## src/design/npo_pkg.sv

```systemverilog
// Shared constants and types for the nearest path ordering block.
package npo_pkg;

   localparam int MAX_PATHS  = 64;
   localparam int COORD_BITS = 16;
   localparam int IDX_W      = $clog2(MAX_PATHS);
   localparam int CNT_W      = $clog2(MAX_PATHS + 1);
   localparam int SQ_W       = 2 * COORD_BITS;
   localparam int DIST_W     = SQ_W + 1;

   typedef logic signed [COORD_BITS-1:0] coord_type;

   typedef struct packed {
      coord_type sx;
      coord_type sy;
      coord_type ex;
      coord_type ey;
      logic      open_flag;
   } entry_type;

   typedef struct packed {
      logic             valid;
      logic [IDX_W-1:0] idx;
      logic             rev;
      coord_type        tx;
      coord_type        ty;
      coord_type        nx;
      coord_type        ny;
   } cand_type;

   typedef struct packed {
      logic             found;
      logic [IDX_W-1:0] idx;
      logic             rev;
      coord_type        nx;
      coord_type        ny;
   } best_type;

endpackage

```

## src/design/npo_store.sv

```systemverilog
// Path endpoint memory: one write port, one registered read port.
module npo_store (
   input  logic                     clock,
   input  logic                     wr_en,
   input  logic [npo_pkg::IDX_W-1:0] wr_addr,
   input  npo_pkg::entry_type       wr_data,
   input  logic [npo_pkg::IDX_W-1:0] rd_addr,
   output npo_pkg::entry_type       rd_data
);
   import npo_pkg::*;

   entry_type mem [MAX_PATHS];
   entry_type rd_data_ff;

   always_ff @(posedge clock) begin
      if (wr_en) begin
         mem[wr_addr] <= wr_data;
      end
      rd_data_ff <= mem[rd_addr];
   end

   assign rd_data = rd_data_ff;

endmodule

```

## config.mk

```make
export PLATFORM = sky130hd
export DESIGN_NAME = npo_store
export DESIGN_NICKNAME = d
export VERILOG_FILES = /design/src/design/npo_pkg.sv /design/src/design/npo_store.sv
export SDC_FILE = /design/constraint.sdc
export NUM_CORES = 2
export LEC_CHECK = 0
export BUFFER_PORTS_ARGS = -buffer_cell sky130_fd_sc_hd__buf_2
export CORE_UTILIZATION = 48
export DETAILED_ROUTE_END_ITERATION = 10
export PLACE_DENSITY_LB_ADDON = 0.08
export SLEW_MARGIN = 10
export SYNTH_ARGS = -nofsm -noshare
export SYNTH_HDL_FRONTEND = slang
export SYNTH_MEMORY_MAX_BITS = 65536
export SYNTH_SLANG_ARGS = --single-unit
```

## constraint.sdc

```tcl
create_clock -name clock -period 9.4 [get_ports clock]
set_input_delay 0.94 -clock clock [delete_from_list [all_inputs] [get_ports clock]]
set_output_delay 0.94 -clock clock [all_outputs]
set_load 0.005 [all_outputs]
```

==> impl_results.md <==
* HPWL Detailed at 256 mm
* Main area contributors after synthesis: sky130_fd_sc_hd__edfxtp_1, sky130_fd_sc_hd__mux4_2, sky130_fd_sc_hd__a22oi_1, sky130_fd_sc_hd__dfxtp_1, sky130_fd_sc_hd__mux2i_1
* Placer Congestion at 0.783
* Placed instance count at 11000
* Post-route antenna net violation count at 0
* Reg-to-reg startpoint: mem[39][10]
* Average via count per standard cell at 6.58
* Net count, final at 7133
* Syn_nets at 6685
* Share of synthesized flip-flops with an asynchronous set or reset at 0%
* Sequential fraction of the synthesis area at 79.7%
* Most used cell, CP: sky130_fd_sc_hd__buf_4
* Number of maximum-capacitance constraint violations at 0
* Ys flop type: sky130_fd_sc_hd__edfxtp_1
* Total clock buffers created by CTS at 436
* Endpoint of the worst hold-timing path: mem[14][14]
* Critical path's top delay family: simple AND/OR/NAND/NOR gates
* Path depth of the worst reg2reg path at 4
* Kind of end point of the critical path: register
* Non-Filler Instances at 11800
* Critical-path top delay cell: sky130_fd_sc_hd__nor2_4
* Global-route congestion overflow total at 0
* Leading post-synthesis cells by instance count: sky130_fd_sc_hd__edfxtp_1, sky130_fd_sc_hd__mux4_2, sky130_fd_sc_hd__a22oi_1
* Post-DR wirelength/cell at 40.6 um
* Share of post-route cells with drive strength above 1 at 28.8%
* Floorplan core area at 328000 um^2
* Clock Sink Count at 4225
* Fraction of the cycle the final worst path needs at 42.6%
* Worst-case register-to-register setup slack at 7.20 ns
* PostCTS Resize Cnt at 0
* Largest incremental delay on the critical path at 1.16 ns
* Std-Cell Rows at 210
* Synth unique cells at 27
* Status: finished, final reports clean
* Number of filler cells placed in the layout at 24500
* Final setup skew at 0.0392 ns
* Number of design-rule violations left by the first detailed-router iteration at 10400
* Critical path, cell by cell: buf_2, nand4_1, nor2_4, buf_4, buf_4
* Number of cells traversed by the worst hold path at 1
* Unrepaired setup endpoints after global routing: false
* Overall Power at 0.0399 W
* Clock transition at the register clock pins on the worst setup and hold paths after CTS at 0.06 ns
* Required time reported for the critical path endpoint at 9.98 ns
* Arrival time of the worst setup path at 4.58 ns
* Total routing usage reported by global routing at 28.9%
* Clk_lat worst skew at 0.98 ns
* Worst min-delay path startpoint: wr_data[14]
* First-pass GRT wire length at 656 mm
* Area of the die at 332000 um^2
* Setup repair bufs after CTS at 0
* Number of max-slew violations in the final report at 0
* Die height at 576 um
* I/O Pins at 144
* Chip width at 576 um
* Worst setup path category: in2reg
* Initial antenna violation count at 31
* Area growth from synthesis to layout at 13.2%
* Upper clock frequency limit at 0.250 GHz
* Buffers and inverters on the worst path at 3
* Number of register bits inferred by synthesis at 4225
* H-tree levels at 5
* Final setup fails at 0
* Clock root cell: sky130_fd_sc_hd__clkbuf_16
* Count of vias placed by the detailed router at 77500
* Hold buffer count at CTS at 0
* Starting density of the core at 48.3%
* First-pass iteration count of the detailed router at 5
* Final wirelength at 478 mm
* Maximum resistive drop on vdd at 0.172 mV
* Worst relative slew slack at 8.67%
* Worst-path maximum fanout at 26
* Power density relative to cell area at 222 nW/um^2
* CTS tree: done
* Hold/Removal Path Class: in2reg
* Final hold violation count at 0
* Gate Count Post-Synth at 6606
* Summed instance area of the synthesized netlist at 158000 um^2
* Area share of the leading cell type in the synthesized netlist at 78.9%
* Vias in the first global route at 77700
* Worst slew pin tran at 1.37 ns
* Startpoint kind of the worst setup timing path: input pin
* Count of buffers inserted at the top-level ports at 143
* Buffer levels on the longest clock path at 4
* Biggest area consumer among synthesized cells: sky130_fd_sc_hd__edfxtp_1
* Setup TNS at 0 ns
* Number of enable-type register cells in the synthesized netlist at 4160
* Leakage at 55.7 nW
* Total number of yosys warnings at 0
* Most frequent cell after synthesis: sky130_fd_sc_hd__edfxtp_1
* Endpoint of the lowest-slack register-to-register path: rd_data[10]
* Final period demand of the worst path at 4.01 ns
* Final routed DRC violation total at 0
* Average footprint of a synthesized cell at 24.0 um^2
* Maximum number of pins on one net before global-route repair at 100
==> final cells by class <==
cell class	count	area [um^2]	area share, %
Sequential cell	4225	126000	70.4
Multi-Input combinational cell	2004	30800	17.2
Clock buffer	553	11800	6.56
Tap cell	4346	5440	3.03
Timing Repair Buffer	387	2820	1.57
Clock inverter	253	2280	1.27
Antenna cell	10	25.0	0.0140
==> where the power goes <==
group,switching [W],leakage [nW],internal [W],total [W]
clock,0.00721,6.89,0.00988,0.0171
combinational,0.00120,10.9,0.000636,0.00183
sequential,0.000103,38.0,0.0209,0.0210
==> sequential cells by signal, indices dropped and copies added (netlist names) <==
name and flops:
mem 4160, rd_data 65
==> worst max path at each step <==
stage / start / end / slack (ns) / depth (start not counted)
final: wr_addr[2] / mem[23][15] / 5.39 / 5
after global routing: wr_addr[1] / mem[23][15] / 5.45 / 5
after CTS: wr_addr[1] / mem[23][15] / 5.32 / 5
after detailed placement: wr_addr[1] / mem[23][8] / 4.30 / 5
after global placement: wr_addr[2] / mem[23][4] / 4.49 / 5
after floorplan: wr_addr[3] / mem[48][0] / 2.95 / 4
==> cells by family after synthesis <==
kind of cell / share of synthesized area (%)
simple gates: 0.911
compound gates: 2.72
buf+inv: 1.20
mux: 15.4
flops: 79.7
==> per-stage QoR <==
step                      cell area (um^2)  setup slack, ns  util [%]  hold slack (ns)
after global routing                179000             5.45      54.7            0.280
after detailed placement            165000             4.30      50.4            0.821
after floorplan                     158000             2.95         -            0.780
after global placement              165000             4.49      50.4            0.814
final                               179000             5.39      54.7            0.283
after CTS                           179000             5.32      54.7            0.223
==> placed cells by master (no fill, tap or decap), types with 6 or more instances in the layout <==
cell type                    synthesis  layout
sky130_fd_sc_hd__clkbuf_16           0     448
sky130_fd_sc_hd__o22ai_1           130     130
sky130_fd_sc_hd__clkinv_2            0      88
sky130_fd_sc_hd__inv_6               0       8
sky130_fd_sc_hd__buf_4              37     233
sky130_fd_sc_hd__a22oi_1           260     260
sky130_fd_sc_hd__clkinv_1            0      96
sky130_fd_sc_hd__nor2_1            112      48
sky130_fd_sc_hd__clkbuf_1          120      90
sky130_fd_sc_hd__clkbuf_8            0      15
sky130_fd_sc_hd__bufinv_16           0      39
sky130_fd_sc_hd__buf_12              0      18
sky130_fd_sc_hd__o221ai_1           46      46
sky130_fd_sc_hd__clkinvlp_4          0      12
sky130_fd_sc_hd__dfxtp_1            65      65
sky130_fd_sc_hd__a211oi_1           65      65
sky130_fd_sc_hd__nor2_4              0      64
sky130_fd_sc_hd__o211a_1            65      65
sky130_fd_sc_hd__nand3_1           115     114
sky130_fd_sc_hd__diode_2             0      10
sky130_fd_sc_hd__nand3b_1           25      25
sky130_fd_sc_hd__edfxtp_1         4160    4160
sky130_fd_sc_hd__buf_2             186     133
sky130_fd_sc_hd__nand2_1             8       6
sky130_fd_sc_hd__mux4_2           1040    1040
sky130_fd_sc_hd__mux2i_1           103     103
==> worst reg2reg max path: stages (launching register included) <==
cell	delay (ns)
sky130_fd_sc_hd__edfxtp_1	0.36
sky130_fd_sc_hd__mux4_2	0.47
sky130_fd_sc_hd__mux2i_1	0.66
sky130_fd_sc_hd__a211oi_1	0.25
sky130_fd_sc_hd__o211a_1	0.34
==> layer usage <==
layer  GRT usage (%)  wire length (um)
met5               0                32
met4            8.10             15000
met1            41.5            192000
met2            46.4            231000
met3            4.63             39800
Power figures use the tool's default switching activity.
