[src/design/npo_pkg.sv]
// Shared constants and types for the nearest path ordering block.
package npo_pkg;

   localparam int MAX_PATHS  = 64;
   localparam int COORD_BITS = 16;
   localparam int IDX_W      = $clog2(MAX_PATHS);
   localparam int CNT_W      = $clog2(MAX_PATHS + 1);
   localparam int SQ_W       = 2 * COORD_BITS;
   localparam int DIST_W     = SQ_W + 1;

   typedef logic signed [COORD_BITS-1:0] coord_type;

   typedef struct packed {
      coord_type sx;
      coord_type sy;
      coord_type ex;
      coord_type ey;
      logic      open_flag;
   } entry_type;

   typedef struct packed {
      logic             valid;
      logic [IDX_W-1:0] idx;
      logic             rev;
      coord_type        tx;
      coord_type        ty;
      coord_type        nx;
      coord_type        ny;
   } cand_type;

   typedef struct packed {
      logic             found;
      logic [IDX_W-1:0] idx;
      logic             rev;
      coord_type        nx;
      coord_type        ny;
   } best_type;

endpackage

[src/design/npo_near.sv]
// Pipelined squared-distance unit with nearest-candidate tracking.
module npo_near (
   input  logic               clock,
   input  logic               reset,
   input  logic               clear,
   input  npo_pkg::coord_type pen_x,
   input  npo_pkg::coord_type pen_y,
   input  npo_pkg::cand_type  feed,
   output npo_pkg::best_type  best,
   output logic               pipe_busy
);
   import npo_pkg::*;

   logic                  s1_valid_ff;
   logic [IDX_W-1:0]      s1_idx_ff;
   logic                  s1_rev_ff;
   coord_type             s1_nx_ff, s1_ny_ff;
   logic [COORD_BITS-1:0] s1_dx_ff, s1_dy_ff;

   logic                  s2_valid_ff;
   logic [IDX_W-1:0]      s2_idx_ff;
   logic                  s2_rev_ff;
   coord_type             s2_nx_ff, s2_ny_ff;
   logic [SQ_W-1:0]       s2_sqx_ff, s2_sqy_ff;

   best_type              best_ff;
   logic [DIST_W-1:0]     best_dist_ff;

   logic signed [COORD_BITS:0] diff_x, diff_y;
   logic [COORD_BITS:0]        mag_x, mag_y;
   logic [DIST_W-1:0]          sum;
   logic                       take;

   always_comb begin
      diff_x = {pen_x[COORD_BITS-1], pen_x} - {feed.tx[COORD_BITS-1], feed.tx};
      diff_y = {pen_y[COORD_BITS-1], pen_y} - {feed.ty[COORD_BITS-1], feed.ty};
      mag_x  = diff_x[COORD_BITS] ? -diff_x : diff_x;
      mag_y  = diff_y[COORD_BITS] ? -diff_y : diff_y;
      sum    = {1'b0, s2_sqx_ff} + {1'b0, s2_sqy_ff};
      take   = s2_valid_ff && (!best_ff.found || (sum < best_dist_ff));
   end

   always_ff @(posedge clock) begin
      if (reset) begin
         s1_valid_ff   <= 1'b0;
         s2_valid_ff   <= 1'b0;
         best_ff.found <= 1'b0;
      end else begin
         s1_valid_ff <= feed.valid;
         s2_valid_ff <= s1_valid_ff;
         if (clear) begin
            best_ff.found <= 1'b0;
         end else if (take) begin
            best_ff.found <= 1'b1;
         end
      end
      s1_idx_ff    <= feed.idx;
      s1_rev_ff    <= feed.rev;
      s1_nx_ff     <= feed.nx;
      s1_ny_ff     <= feed.ny;
      s1_dx_ff     <= mag_x[COORD_BITS-1:0];
      s1_dy_ff     <= mag_y[COORD_BITS-1:0];
      s2_idx_ff    <= s1_idx_ff;
      s2_rev_ff    <= s1_rev_ff;
      s2_nx_ff     <= s1_nx_ff;
      s2_ny_ff     <= s1_ny_ff;
      s2_sqx_ff    <= SQ_W'(s1_dx_ff) * SQ_W'(s1_dx_ff);
      s2_sqy_ff    <= SQ_W'(s1_dy_ff) * SQ_W'(s1_dy_ff);
      if (take) begin
         best_ff.idx  <= s2_idx_ff;
         best_ff.rev  <= s2_rev_ff;
         best_ff.nx   <= s2_nx_ff;
         best_ff.ny   <= s2_ny_ff;
         best_dist_ff <= sum;
      end
   end

   assign best      = best_ff;
   assign pipe_busy = s1_valid_ff || s2_valid_ff;

endmodule

[config.mk]
export PLATFORM = sky130hd
export DESIGN_NAME = npo_near
export DESIGN_NICKNAME = d
export VERILOG_FILES = /design/src/design/npo_pkg.sv /design/src/design/npo_near.sv
export SDC_FILE = /design/constraint.sdc
export NUM_CORES = 1
export LEC_CHECK = 0
export BUFFER_PORTS_ARGS = -buffer_cell sky130_fd_sc_hd__buf_2
export CORE_AREA = 2 2 264 266
export CTS_CLUSTER_DIAMETER = 50
export DETAILED_ROUTE_END_ITERATION = 8
export DIE_AREA = 0 0 266 268
export GPL_TIMING_DRIVEN = 0
export PLACE_DENSITY_LB_ADDON = 0.1
export SLEW_MARGIN = 10
export SYNTH_ARGS = -nofsm -noshare
export SYNTH_HDL_FRONTEND = slang
export SYNTH_SLANG_ARGS = --single-unit
[constraint.sdc]
create_clock -name clock -period 30.5 [get_ports clock]
set_input_delay 3.05 -clock clock [delete_from_list [all_inputs] [get_ports clock]]
set_output_delay 3.05 -clock clock [all_outputs]
set_load 0.02 [all_outputs]
==> results.cfg <==
[run_status]
status = complete, no violations

[yosys]
synth-main-ff-cell = dfxtp_1
synth_cell_types = 62
synth_area_per_cell_um2 = 9.73
syn_inst = 2505
seq_area_frac_synth_pct = 23.2
ys_seq_elements = 247
postSynth.asyncResetShare_pct = 0
yosysWarningCount = 0
syn-num-nets = 3241
synth_edf_count = 72
netlist_area_um2 = 24400

[setup_path]
worstPathRequired_ns = 30.97
ff2ff_path_depth = 25
worst_setup_path_end_kind = flop
critPathMaxFanout = 10
cp-start-kind = flop
setup.worst_path.class = reg2reg
reg2reg_slack_ns = 23.04
critPathMaxStageDelay_ns = 0.59
cp_slowest_cell = o311ai_0
reg2reg_from = s1_dx_ff[1]
r2r_end = s2_sqx_ff[28]
arrival_ns = 7.94

[drt]
wirelength_um = 51600
firstDrtPassIters = 5
wl_per_cell_um = 14.3
antenna_left = 0
drc = 0
via_per_inst = 4.67
drt_iter0_drc = 686
vias = 16826

[timing]
period_needed_ns = 7.46
finalHoldViolCount = 0
max_freq_mhz = 134
worstMarginPinSlew_ns = 0.724
worst_slack_ns = 23.04
tns_ns = 0
period_share_pct = 24.5
finalClockSkew_ns = 0.0187
relSlewSlack_pct = 51.2
rsz0062_at_grt = false
setup_viol = 0
slew_viol_final = 0

[cells_and_area]
area_growth_pct = 12.9
antennaDiodeCount = 0
finish.net_count = 3430
drive_gt1_share_pct = 9.23

[global_routing]
grt_max_degree = 17
grt.overflow.total = 0
grt_usage_pct = 15.2
grt_pass1_vias = 17655
grt_pass1_wl_um = 87100
antenna_found_initial = 1

[floorplan]
initial_core_util_pct = 35.7
die_w_um = 266
core.rowCount = 96
core_area_um2 = 68200
dieArea_um2 = 71300
die_y_um = 268
pin_count = 148

[cts]
htree_num_levels = 2
ctsResizeCount = 0
cts_setup_buffers = 0
cts_hold_buf = 0
clk_latency_ns = 0.55
root_buffer = clkbuf_16
cts_tree = done
cts_num_sinks = 247
numCtsBuffers = 35
cts_max_path_buffers = 3
clkSlewWorstSetupHoldPaths_ns = 0.06

[hold_path]
min_to = s2_idx_ff[2]
min_path_cells = 0
min_from = s1_idx_ff[2]
hp-class = reg2reg

[placement]
io_buffers = 147
dpl.hpwl_um = 43700
pre_cts_slack_ns = 22.97
globalplace.congestion = 0.850

[job]
cap_violations = 0
==> worst max-delay path by stage <==
stage / slack [ns] / cells past startpoint / to / start
4_1_cts: 22.92 / 25 / s2_sqx_ff[28] / s1_dx_ff[1]
5_1_grt: 22.52 / 25 / s2_sqx_ff[28] / s1_dx_ff[1]
3_3_place_gp: 17.01 / 19 / best[15] / s2_sqy_ff[3]
2_1_floorplan: 20.75 / 19 / best[0] / s2_sqx_ff[3]
6_report: 23.04 / 25 / s2_sqx_ff[28] / s1_dx_ff[1]
3_5_place_dp: 22.97 / 25 / s2_sqx_ff[28] / s1_dx_ff[1]
==> sequential cells by signal, summed over array words and instances, names as in the netlist <==
name / cells
best: 40
best_dist_ff: 33
s1_dx_ff: 16
s1_dy_ff: 16
s1_idx_ff: 6
s1_nx_ff: 16
s1_ny_ff: 16
s1_rev_ff: 1
s1_valid_ff: 1
s2_idx_ff: 6
s2_nx_ff: 16
s2_ny_ff: 16
s2_rev_ff: 1
s2_sqx_ff: 31
s2_sqy_ff: 31
s2_valid_ff: 1
==> per-layer routing <==
layer	global-route usage [%]	part of all wire, %	vias to the layer above
met5	0	0	-
met1	20.8	47	8204
li1	-	-	8271
met2	25.3	46	294
met3	2.52	5.1	57
met4	3.16	1.6	0
==> cells by family (layout without fill, tap and decap cells) <==
kind of cell / count (synthesis) / in the layout / synth area share (%)
xor+xnor: 145 / 145 / 5.21
buf+inv: 631 / 846 / 9.71
simple gates: 533 / 533 / 10.5
mux: 7 / 7 / 0.313
flops: 247 / 247 / 23.2
compound gates: 313 / 313 / 8.70
fa+ha+maj: 629 / 629 / 42.3
==> cell usage after synthesis, drive strengths merged, types with 5 or more instances <==
master / n / area (um2)
inv: 588 / 2210
and2: 85 / 533
a31oi: 12 / 90.1
nand3: 21 / 105
a21oi: 94 / 470
edfxtp: 72 / 2160
nor2: 117 / 439
ha: 303 / 3790
clkbuf: 43 / 161
o21bai: 11 / 82.6
o311ai: 6 / 52.6
fa: 326 / 6530
o21ai: 46 / 234
dfxtp: 175 / 3500
o211ai: 10 / 75.1
nor2b: 26 / 163
nand2b: 20 / 125
a21o: 50 / 375
nand4: 11 / 68.8
a211oi: 13 / 103
a311oi: 5 / 50.0
nor3: 27 / 135
mux2: 5 / 56.3
or2: 12 / 75.1
nand2: 183 / 687
o21a: 22 / 165
xnor2: 94 / 823
xor2: 51 / 447
a31o: 8 / 70.1
o2111ai: 7 / 61.3
and3: 15 / 93.8
==> cell type report <==
| class | instances | area (um2) |
|---|---|---|
| Fill cell | 6805 | 40700 |
| Multi-Input combinational cell | 1627 | 16400 |
| Sequential cell | 247 | 5670 |
| Inverter | 588 | 2210 |
| Tap cell | 882 | 1100 |
| Clock buffer | 39 | 901 |
| Timing Repair Buffer | 152 | 807 |
| Clock inverter | 24 | 319 |
| Buffer | 43 | 161 |
==> placed cells by master (no fill, tap or decap), drive strengths merged, types with 22 or more instances in the layout <==
cell / Yosys / routed
clkbuf: 43 / 82
buf: 0 / 152
xnor2: 94 / 94
edfxtp: 72 / 72
and2: 85 / 85
nor2b: 26 / 26
nand2: 183 / 183
inv: 588 / 596
xor2: 51 / 51
nor2: 117 / 117
fa: 326 / 326
ha: 303 / 303
dfxtp: 175 / 175
o21ai: 46 / 46
o21a: 22 / 22
nor3: 27 / 27
a21o: 50 / 50
a21oi: 94 / 94
==> per-stage QoR <==
stage               cells  util [%]  hold WS, ns  cell area (um2)
floorplan            2505         -        0.310            24400
global placement     3534      38.4        0.312            26200
detailed placement   3539      38.6        0.312            26300
CTS                  3602      40.3        0.322            27500
global route         3602      40.3        0.328            27500
finish               3602      40.3        0.320            27500
==> critical path, delay by kind of cell, from the launching register on <==
kind	cells	cell delay [ns]
AOI/OAI and AO/OA	6	1.71
DFF	1	0.30
xor gates and xnor gates	1	0.13
buffers and inverters	8	1.29
adders and majority gates	7	3.09
and+or+nand+nor	3	0.86
Power is left out: the tool's default activity adds up to more than one toggle a clock period on the data nets, which glitch-free logic cannot reach.
